===== config.mk =====
export PLATFORM = sky130hd
export DESIGN_NAME = first_match_packet_classifier
export DESIGN_NICKNAME = d
export VERILOG_FILES = /design/src/rtl/fmpc_pkg.sv /design/src/rtl/fmpc_front.sv /design/src/rtl/fmpc_fifo.sv /design/src/rtl/fmpc_back.sv /design/src/rtl/first_match_packet_classifier.sv
export SDC_FILE = /design/constraint.sdc
export NUM_CORES = 2
export LEC_CHECK = 0
export BUFFER_PORTS_ARGS = -buffer_cell sky130_fd_sc_hd__buf_2
export CAP_MARGIN = 20
export CORE_ASPECT_RATIO = 1.2
export CORE_MARGIN = 5
export CORE_UTILIZATION = 30
export DETAILED_ROUTE_END_ITERATION = 6
export GPL_TIMING_DRIVEN = 1
export HOLD_SLACK_MARGIN = 0.08
export PLACE_DENSITY_LB_ADDON = 0.1
export SLEW_MARGIN = 20
export SYNTH_ARGS = -nofsm -noshare
export SYNTH_HDL_FRONTEND = slang
export SYNTH_SLANG_ARGS = --single-unit

===== constraint.sdc =====
create_clock -name i_clk -period 15.4 [get_ports i_clk]
set_clock_uncertainty 0.15 [all_clocks]
set_input_delay 1.54 -clock i_clk [delete_from_list [all_inputs] [get_ports i_clk]]
set_output_delay 1.54 -clock i_clk [all_outputs]
set_load 0.02 [all_outputs]

===== src/rtl/fmpc_pkg.sv =====
// Shared types, codes and sizes for the first-match packet classifier.
// Used by every module of the block; depends on nothing else.

package fmpc_pkg;

    // Rule table size and the widths that follow from it.
    localparam int MAX_RULES = 16;
    localparam int IDX_W     = $clog2(MAX_RULES);
    localparam int CNT_W     = $clog2(MAX_RULES + 1);

    // Command queue between the front and back parts.
    localparam int FIFO_DEPTH = 4;
    localparam int FIFO_AW    = $clog2(FIFO_DEPTH);
    localparam int FIFO_CW    = $clog2(FIFO_DEPTH + 1);

    // Stream widths.
    localparam int S_DATA_W = 152;
    localparam int S_USER_W = 2;
    localparam int M_DATA_W = 48;

    // Operation codes.
    typedef logic [1:0] t_op;
    localparam t_op OP_CLASSIFY = 2'd0;
    localparam t_op OP_ADD      = 2'd1;
    localparam t_op OP_MODIFY   = 2'd2;
    localparam t_op OP_NONE     = 2'd3;

    // Result status codes.
    typedef logic [1:0] t_status;
    localparam t_status ST_OK        = 2'd0;
    localparam t_status ST_FULL      = 2'd1;
    localparam t_status ST_NOT_FOUND = 2'd2;
    localparam t_status ST_BAD_PROTO = 2'd3;

    // IP protocol numbers.
    localparam logic [7:0] PROTO_ICMP = 8'd1;
    localparam logic [7:0] PROTO_TCP  = 8'd6;
    localparam logic [7:0] PROTO_UDP  = 8'd17;

    // Wildcard mask bit positions.
    localparam int WC_SRC_ADDR = 0;
    localparam int WC_DST_ADDR = 1;
    localparam int WC_PROTO    = 2;
    localparam int WC_SRC_PORT = 3;
    localparam int WC_DST_PORT = 4;

    // One decoded command as it travels from the front to the back part.
    typedef struct packed {
        t_op         op;
        logic        bad_proto;
        logic        has_ports;
        logic [31:0] src_ip;
        logic [31:0] dst_ip;
        logic [7:0]  ip_protocol;
        logic [15:0] sport;
        logic [15:0] dport;
        logic [4:0]  wildcard_mask;
        logic [31:0] rule_id;
        logic [7:0]  target_queue;
    } t_cmd;

    // One result item.
    typedef struct packed {
        t_status     status;
        logic [31:0] new_rule_id;
        logic        matched;
        logic [7:0]  queue_id;
    } t_result;

endpackage


===== src/rtl/fmpc_front.sv =====
// Front part of the classifier: unpacks an input beat and decodes it into a command.
// Depends on fmpc_pkg.

module fmpc_front (
    input  logic                          i_valid,
    input  logic [fmpc_pkg::S_DATA_W-1:0] i_data,
    input  logic [fmpc_pkg::S_USER_W-1:0] i_user,
    input  logic                          i_full,
    output logic                          o_ready,
    output logic                          o_push,
    output fmpc_pkg::t_cmd                o_cmd
);

    logic [7:0] proto;
    logic       is_icmp;
    logic       known;

    // A beat is taken whenever the command queue has room.
    assign o_ready = !i_full;
    assign o_push  = i_valid && !i_full;

    // Protocol check: only ICMP, TCP and UDP can be classified; ICMP carries no ports.
    assign proto   = i_data[71:64];
    assign is_icmp = (proto == fmpc_pkg::PROTO_ICMP);
    assign known   = is_icmp || (proto == fmpc_pkg::PROTO_TCP)
                     || (proto == fmpc_pkg::PROTO_UDP);

    // Unpack the fields of the beat.
    always_comb begin
        o_cmd.op            = i_user;
        o_cmd.bad_proto     = !known;
        o_cmd.has_ports     = !is_icmp;
        o_cmd.src_ip        = i_data[31:0];
        o_cmd.dst_ip        = i_data[63:32];
        o_cmd.ip_protocol   = proto;
        o_cmd.sport         = i_data[87:72];
        o_cmd.dport         = i_data[103:88];
        o_cmd.wildcard_mask = i_data[108:104];
        o_cmd.rule_id       = i_data[140:109];
        o_cmd.target_queue  = i_data[148:141];
    end

endmodule


===== src/rtl/fmpc_fifo.sv =====
// Short command queue that decouples the front part from the back part.
// Depends on fmpc_pkg.

module fmpc_fifo (
    input  logic           i_clk,
    input  logic           i_rst_n,
    input  logic           i_push,
    input  fmpc_pkg::t_cmd i_cmd,
    output logic           o_full,
    input  logic           i_pop,
    output logic           o_valid,
    output fmpc_pkg::t_cmd o_cmd
);

    fmpc_pkg::t_cmd                r_mem [fmpc_pkg::FIFO_DEPTH];
    logic [fmpc_pkg::FIFO_AW-1:0]  r_wr_ptr, n_wr_ptr;
    logic [fmpc_pkg::FIFO_AW-1:0]  r_rd_ptr, n_rd_ptr;
    logic [fmpc_pkg::FIFO_CW-1:0]  r_fill, n_fill;

    assign o_full  = (r_fill == fmpc_pkg::FIFO_CW'(fmpc_pkg::FIFO_DEPTH));
    assign o_valid = (r_fill != '0);
    assign o_cmd   = r_mem[r_rd_ptr];

    // Pointer and fill level updates.
    always_comb begin
        n_wr_ptr = r_wr_ptr;
        n_rd_ptr = r_rd_ptr;
        n_fill   = r_fill;
        if (i_push) begin
            n_wr_ptr = r_wr_ptr + 1'b1;
        end
        if (i_pop) begin
            n_rd_ptr = r_rd_ptr + 1'b1;
        end
        if (i_push && !i_pop) begin
            n_fill = r_fill + 1'b1;
        end else if (!i_push && i_pop) begin
            n_fill = r_fill - 1'b1;
        end
    end

    always_ff @(posedge i_clk) begin
        if (!i_rst_n) begin
            r_wr_ptr <= '0;
            r_rd_ptr <= '0;
            r_fill   <= '0;
        end else begin
            r_wr_ptr <= n_wr_ptr;
            r_rd_ptr <= n_rd_ptr;
            r_fill   <= n_fill;
        end
    end

    // Storage is written at the write pointer only.
    always_ff @(posedge i_clk) begin
        if (i_push) begin
            r_mem[r_wr_ptr] <= i_cmd;
        end
    end

endmodule


===== src/rtl/fmpc_back.sv =====
// Back part of the classifier: holds the rule table, executes commands and
// registers each result for the output stream. Depends on fmpc_pkg.

module fmpc_back (
    input  logic                  i_clk,
    input  logic                  i_rst_n,
    input  logic                  i_valid,
    input  fmpc_pkg::t_cmd        i_cmd,
    output logic                  o_pop,
    input  logic [7:0]            i_default_queue,
    output logic                  o_valid,
    input  logic                  i_ready,
    output fmpc_pkg::t_result     o_result
);

    // Rule table, one lane per rule; entries at or above the count are never read.
    logic [31:0] r_sa    [fmpc_pkg::MAX_RULES];
    logic [31:0] r_da    [fmpc_pkg::MAX_RULES];
    logic [7:0]  r_proto [fmpc_pkg::MAX_RULES];
    logic [15:0] r_sp    [fmpc_pkg::MAX_RULES];
    logic [15:0] r_dp    [fmpc_pkg::MAX_RULES];
    logic [4:0]  r_mask  [fmpc_pkg::MAX_RULES];
    logic [31:0] r_id    [fmpc_pkg::MAX_RULES];
    logic [7:0]  r_queue [fmpc_pkg::MAX_RULES];

    logic [fmpc_pkg::CNT_W-1:0] r_count;
    logic [31:0]                r_next_id;

    logic                       r_out_valid;
    fmpc_pkg::t_result          r_out;
    fmpc_pkg::t_result          n_out;

    logic [fmpc_pkg::MAX_RULES-1:0] lane_match;
    logic [fmpc_pkg::MAX_RULES-1:0] lane_id_hit;
    logic                           match_any;
    logic [fmpc_pkg::IDX_W-1:0]     match_idx;
    logic                           id_any;
    logic [fmpc_pkg::IDX_W-1:0]     id_idx;
    logic                           table_full;
    logic                           exec;
    logic                           do_add;
    logic                           do_modify;
    logic [fmpc_pkg::IDX_W-1:0]     wr_slot;

    // A command is carried out when the output register is free or being emptied.
    assign exec    = i_valid && (!r_out_valid || i_ready);
    assign o_pop   = exec;
    assign o_valid = r_out_valid;
    assign o_result = r_out;

    assign table_full = (r_count == fmpc_pkg::CNT_W'(fmpc_pkg::MAX_RULES));

    // Every lane compares its rule with the packet and with the rule id at once.
    always_comb begin
        for (int i = 0; i < fmpc_pkg::MAX_RULES; i++) begin
            lane_match[i] = (fmpc_pkg::CNT_W'(i) < r_count)
                && (r_mask[i][fmpc_pkg::WC_SRC_ADDR] || (r_sa[i] == i_cmd.src_ip))
                && (r_mask[i][fmpc_pkg::WC_DST_ADDR] || (r_da[i] == i_cmd.dst_ip))
                && (r_mask[i][fmpc_pkg::WC_PROTO] || (r_proto[i] == i_cmd.ip_protocol))
                && (r_mask[i][fmpc_pkg::WC_SRC_PORT]
                    || (i_cmd.has_ports && (r_sp[i] == i_cmd.sport)))
                && (r_mask[i][fmpc_pkg::WC_DST_PORT]
                    || (i_cmd.has_ports && (r_dp[i] == i_cmd.dport)));
            lane_id_hit[i] = (fmpc_pkg::CNT_W'(i) < r_count) && (r_id[i] == i_cmd.rule_id);
        end
    end

    // Priority pick: the lowest lane that hits wins.
    always_comb begin
        match_any = |lane_match;
        id_any    = |lane_id_hit;
        match_idx = '0;
        id_idx    = '0;
        for (int i = fmpc_pkg::MAX_RULES - 1; i >= 0; i--) begin
            if (lane_match[i]) begin
                match_idx = fmpc_pkg::IDX_W'(i);
            end
            if (lane_id_hit[i]) begin
                id_idx = fmpc_pkg::IDX_W'(i);
            end
        end
    end

    // Result of the command and the table write it causes.
    always_comb begin
        n_out     = '0;
        do_add    = 1'b0;
        do_modify = 1'b0;
        unique case (i_cmd.op)
            fmpc_pkg::OP_CLASSIFY: begin
                n_out.queue_id = i_default_queue;
                if (i_cmd.bad_proto) begin
                    n_out.status = fmpc_pkg::ST_BAD_PROTO;
                end else if (match_any) begin
                    n_out.queue_id = r_queue[match_idx];
                    n_out.matched  = 1'b1;
                end
            end
            fmpc_pkg::OP_ADD: begin
                if (table_full) begin
                    n_out.status = fmpc_pkg::ST_FULL;
                end else begin
                    n_out.new_rule_id = r_next_id;
                    do_add            = 1'b1;
                end
            end
            fmpc_pkg::OP_MODIFY: begin
                if (id_any) begin
                    do_modify = 1'b1;
                end else begin
                    n_out.status = fmpc_pkg::ST_NOT_FOUND;
                end
            end
            default: begin
                n_out = '0;
            end
        endcase
        wr_slot = do_add ? r_count[fmpc_pkg::IDX_W-1:0] : id_idx;
    end

    // Control state: rule count, id counter and output valid.
    always_ff @(posedge i_clk) begin
        if (!i_rst_n) begin
            r_count     <= '0;
            r_next_id   <= '0;
            r_out_valid <= 1'b0;
        end else begin
            if (exec && do_add) begin
                r_count   <= r_count + 1'b1;
                r_next_id <= r_next_id + 32'd1;
            end
            if (exec) begin
                r_out_valid <= 1'b1;
            end else if (i_ready) begin
                r_out_valid <= 1'b0;
            end
        end
    end

    // Output payload register.
    always_ff @(posedge i_clk) begin
        if (exec) begin
            r_out <= n_out;
        end
    end

    // Rule table writes; an add also sets the rule id.
    always_ff @(posedge i_clk) begin
        if (exec && (do_add || do_modify)) begin
            r_sa[wr_slot]    <= i_cmd.src_ip;
            r_da[wr_slot]    <= i_cmd.dst_ip;
            r_proto[wr_slot] <= i_cmd.ip_protocol;
            r_sp[wr_slot]    <= i_cmd.sport;
            r_dp[wr_slot]    <= i_cmd.dport;
            r_mask[wr_slot]  <= i_cmd.wildcard_mask;
            r_queue[wr_slot] <= i_cmd.target_queue;
        end
        if (exec && do_add) begin
            r_id[wr_slot] <= r_next_id;
        end
    end

endmodule


===== src/rtl/first_match_packet_classifier.sv =====
// Top level of the first-match packet classifier.
// Instantiates fmpc_front, fmpc_fifo and fmpc_back; depends on fmpc_pkg.
//
// Usage:
//   Input beats arrive on s_axis_*: tuser carries the operation (classify, add
//   rule, modify rule), tdata the header or rule fields. Every beat gives exactly
//   one result beat on m_axis_*, in order.
//   The default queue is written on the i_cfg_* channel, which is always ready;
//   write it only while no beat is in flight.
//   Each accepted beat is registered in the command queue and then, when the
//   back part executes it, in the output register that drives m_axis_*.
//   Throughput: one beat per cycle while the receiver is ready; the back part
//   compares all 16 rules in parallel lanes. A four-entry command queue sits
//   between the decoding front part and the back part. When the receiver
//   stalls, the result is held in the output register, commands gather in the
//   queue, and s_axis_tready falls once the queue is full.
//   Reset (i_rst_n low at a clock edge) empties the table and the queue, sets
//   the next rule id and the default queue to zero, and drops m_axis_tvalid.
//   The table holds up to 16 rules; further adds are reported as table full.

module first_match_packet_classifier (
    input  logic         i_clk,
    input  logic         i_rst_n,
    // Input stream.
    input  logic         s_axis_tvalid,
    output logic         s_axis_tready,
    // tdata, from bit 0: src_ip[31:0], dst_ip[63:32], ip_protocol[71:64],
    // sport[87:72], dport[103:88], wildcard_mask[108:104], rule_id[140:109],
    // target_queue[148:141], zero fill[151:149].
    input  logic [151:0] s_axis_tdata,
    // tuser: operation[1:0].
    input  logic [1:0]   s_axis_tuser,
    // Result stream.
    output logic         m_axis_tvalid,
    input  logic         m_axis_tready,
    // tdata, from bit 0: queue_id[7:0], matched[8], new_rule_id[40:9],
    // status[42:41], zero fill[47:43].
    output logic [47:0]  m_axis_tdata,
    // Configuration write channel: default queue.
    input  logic         i_cfg_valid,
    output logic         o_cfg_ready,
    input  logic [7:0]   i_cfg_data
);

    logic              front_push;
    logic              fifo_full;
    logic              fifo_valid;
    logic              back_pop;
    fmpc_pkg::t_cmd    front_cmd;
    fmpc_pkg::t_cmd    fifo_cmd;
    fmpc_pkg::t_result back_result;
    logic [7:0]        r_default_queue;

    // Configuration register.
    assign o_cfg_ready = 1'b1;

    always_ff @(posedge i_clk) begin
        if (!i_rst_n) begin
            r_default_queue <= '0;
        end else if (i_cfg_valid) begin
            r_default_queue <= i_cfg_data;
        end
    end

    // Decode of input beats.
    fmpc_front u_front (
        .i_valid (s_axis_tvalid),
        .i_data  (s_axis_tdata),
        .i_user  (s_axis_tuser),
        .i_full  (fifo_full),
        .o_ready (s_axis_tready),
        .o_push  (front_push),
        .o_cmd   (front_cmd)
    );

    // Command queue.
    fmpc_fifo u_fifo (
        .i_clk   (i_clk),
        .i_rst_n (i_rst_n),
        .i_push  (front_push),
        .i_cmd   (front_cmd),
        .o_full  (fifo_full),
        .i_pop   (back_pop),
        .o_valid (fifo_valid),
        .o_cmd   (fifo_cmd)
    );

    // Rule table and execution.
    fmpc_back u_back (
        .i_clk           (i_clk),
        .i_rst_n         (i_rst_n),
        .i_valid         (fifo_valid),
        .i_cmd           (fifo_cmd),
        .o_pop           (back_pop),
        .i_default_queue (r_default_queue),
        .o_valid         (m_axis_tvalid),
        .i_ready         (m_axis_tready),
        .o_result        (back_result)
    );

    // Pack the result beat.
    assign m_axis_tdata = {5'd0, back_result.status, back_result.new_rule_id,
                           back_result.matched, back_result.queue_id};

endmodule

==> flow_summary.toml <==
[critical_path]
crit_required_ns = 15.78
crit_path_max_fanout = 61
regToRegSetupSlack_ns = 6.35
max_stage_delay_ns = 0.84
reg2reg_to = "u_back.r_sa[4][14]"
cp.arrival_ns = 9.43
crit_slowest_cell = "nor2b_4"
path_common_cell = "buf_4"
end_kind = "register"
ff2ff_path_depth = 18
worstSetupPathType = "register to register"
startpoint_type = "register"
crit_chain = "buf_4 -> buf_4 -> mux4_2 -> buf_4 -> xnor2_1 -> nand4_1 -> nor4_1 -> nand4bb_1 -> nor4_1 -> o21ai_1 -> a32oi_1 -> o21ai_1 -> a21oi_2 -> nor3_4 -> nor3_2 -> nor2b_4 -> buf_4 -> buf_4"

[synth]
synth_area_leader_cell = "edfxtp_1"
syn-cell-area_um2 = 128000
ys_seq_area_share_pct = 72.15
synthTopCellsByCount = "3039 x edfxtp_1, 1788 x xnor2_1, 482 x nand4_1, 420 x xor2_1, 216 x buf_2"
synth_edf_count = 3039
async_reset_ff_share_pct = 0
syn_inst = 7545
post-synth-top-count-cell = "edfxtp_1"
synth.top_cells.by_area = "edfxtp_1 71%, xnor2_1 12%, xor2_1 2.9%"
yosysWarnings = 0
syn_avg_cell_area_um2 = 16.97
ys.flop_type = "edfxtp_1"
synth-seq-cells = 3094
ys_types = 92
synth_top_area_share_pct = 71.29

[grt]
grt_max_degree = 118
antenna_found_initial = 50
grt_use_total_pct = 16.99
grt_pass1_vias = 68340
grt_pass1_wl_um = 536500
grt_overflow_total = 0

[power_and_ir_drop]
pwr-share-seq_pct = 40.3
clockPowerShare_pct = 31.4
combPwrFrac_pct = 28.3
p_int_uw = 17320
switching_power_uw = 8596
swShare_pct = 33.16
power.static_leakage_uw = 0.04405
peakVddDrop_mv = 0.1956
report.power.total_uw = 25920
power_density_nw_per_um2 = 175.6

[placement]
gp_congestion = 0.7912
hpwl_um = 228500
numPortBuffers = 208
dp_cells = 13350

[timing]
hold_violations = 0
finalSetupTns_ns = 0
max-slew-margin-rel_pct = 24.33
rsz0062_at_grt = "false"
slew_viol_final = 0
setup_viol = 0
fmax_ghz = 0.1106
worst_pin_slew_ns = 1.135
fin_crit_ns = 9.045
holdWs_ns = 0.3809
post-route-period-util_pct = 58.74

[floorplan]
io_pins = 218
initial_core_util_pct = 30.13
core_um2 = 424800
die_area_um2 = 439900
fp.dieW_um = 606.3
rows = 262
die_y_um = 725.6

[detailed_routing]
dr.pass1.iters = 5
highest_layer = "met5"
wl_per_cell_um = 27.36
dr_wl_met3_um = 14290
drtIter0Drc = 4682
route.vias.total = 65840
ant_nets = 0
wl_met1_um = 165900
viasPerCell = 4.700
met2WireLength_um = 194400
wirelength_um = 383300
drc = 0

[cts]
cts-buffers-inserted = 352
h-tree-depth = 5
clk_pin_slew_ns = 0.07
cts_resized = 0
hold_buffers = 0
post_cts_buffers = 0
cts.sinks = 3094
clk_latency_ns = 0.97
clk_path_buf_depth = 4
cts_tree = "built"
clock-root-buffer = "clkbuf_16"

[final_layout]
area_delta_synth_final_pct = 15.29
filler_cell_count = 40540
final_nets = 8202
fin_cells = 14010
drive_gt1_share_pct = 14.78

[hold_path]
hold_depth = 2
hold_end = "u_back.o_valid"
hold_path_startpoint = "u_back.o_valid"
hold_path_class = "register to register"

[job]
max_cap_viol_count = 0

[outcome]
outcome = "finished clean"
==> through the flow <==
step | util, % | cell area, um2 | setup WS (ns)
after global routing | 34.73 | 147600 | 5.691
final | 34.74 | 147600 | 6.355
after floorplan | - | 128000 | 2.140
after detailed placement | 32.11 | 136400 | 5.984
after CTS | 34.71 | 147500 | 5.923
after global placement | 32.10 | 136400 | 6.127
==> registers in the layout (all words and copies together) (netlist names), named ones only <==
name and cells:
u_fifo.r_wr_ptr 2, u_back.o_valid 1, u_fifo.r_fill 3, u_back.r_queue 128, u_back.r_dp 256, u_back.r_count 5
u_back.o_result 43, u_fifo.r_mem 612, u_back.r_da 512, u_back.r_sa 512, u_back.r_mask 80, u_back.r_next_id 32
r_default_queue 8, u_back.r_id 512, u_fifo.r_rd_ptr 2, u_back.r_proto 128, u_back.r_sp 256
==> per-layer routing <==
layer  up-vias  global-route usage (%)
li1      29450                       -
met1     34450                   22.06
met2      1409                   30.14
met3       518                   2.183
met4        14                   3.815
met5         -                       0
==> layout by cell type, fill, tap and decap left out, types with 15 or more instances in the layout <==
master and count:
nor4_1 192, and2_1 74, mux2_2 15, clkbuf_16 357, clkinv_1 86, xnor2_1 1788, edfxtp_1 3039, nand4_1 482
o21ai_1 17, clkinv_2 63, mux4_2 152, nand3_1 87, nand2_1 133, o21ai_0 40, buf_4 272, clkbuf_1 80
nor3_1 84, inv_1 44, a21oi_1 73, mux2i_1 64, nor2b_1 20, xor2_1 420, diode_2 15, nor2_1 69
dfxtp_1 45, bufinv_16 23, buf_2 208, a211oi_1 32, or3_1 16
==> logic make-up (layout without fill, tap and decap cells) <==
kind of cell / Yosys count / after routing / synth area share [%]
buffers and inverters: 409 / 1177 / 1.780
xor gates and xnor gates: 2208 / 2208 / 15.11
AOI/OAI and AO/OA: 292 / 292 / 1.557
DFF: 3094 / 3094 / 72.15
muxes: 243 / 243 / 3.412
other: 2 / 21 / 0.005866
and+or+nand+nor: 1288 / 1288 / 5.899
adders and majority gates: 9 / 9 / 0.09383
==> power by group through the flow <==
stage	Sequential [uW]	Combinational, uW	Clock [uW]
final	10400	7330	8140
after global placement	10600	7540	0
after CTS	10500	7610	8420
after detailed placement	10600	7580	0
after global routing	10500	7930	8750
after floorplan	10600	4700	0
==> critical path, delay by kind of cell (launching register included) <==
kind | cells | cell delay (ns)
flip-flops | 1 | 0.77
AO/OA/AOI/OAI | 4 | 0.98
multiplexers | 1 | 0.78
XOR/XNOR | 1 | 0.24
AND/OR/NAND/NOR | 7 | 2.53
buffers and inverters | 5 | 2.89
==> worst max-delay path by stage <==
stage          slack [ns]            endpoint  cells after the start           from
2_1_floorplan        2.14   u_back.r_da[9][0]                      4  m_axis_tready
3_3_place_gp         6.13  u_back.r_sa[4][16]                     18       register
3_5_place_dp         5.98  u_back.r_sa[4][24]                     18       register
4_1_cts              5.92  u_back.r_sa[4][31]                     18       register
5_1_grt              5.69   u_back.r_sa[4][9]                     18       register
6_report             6.35  u_back.r_sa[4][14]                     18       register
==> cell type report <==
cell class,instances,area [um2],area share (%)
clock inverter,205,1778,1.205
antenna,15,37.54,0.02543
multi-input combinational,4046,33620,22.78
sequential,3094,92380,62.59
clock buffer,440,9275,6.284
tap,5676,7102,4.812
timing repair buffer,487,3229,2.188
inverter,45,168.9,0.1144
(Power assumes the default switching activity.)
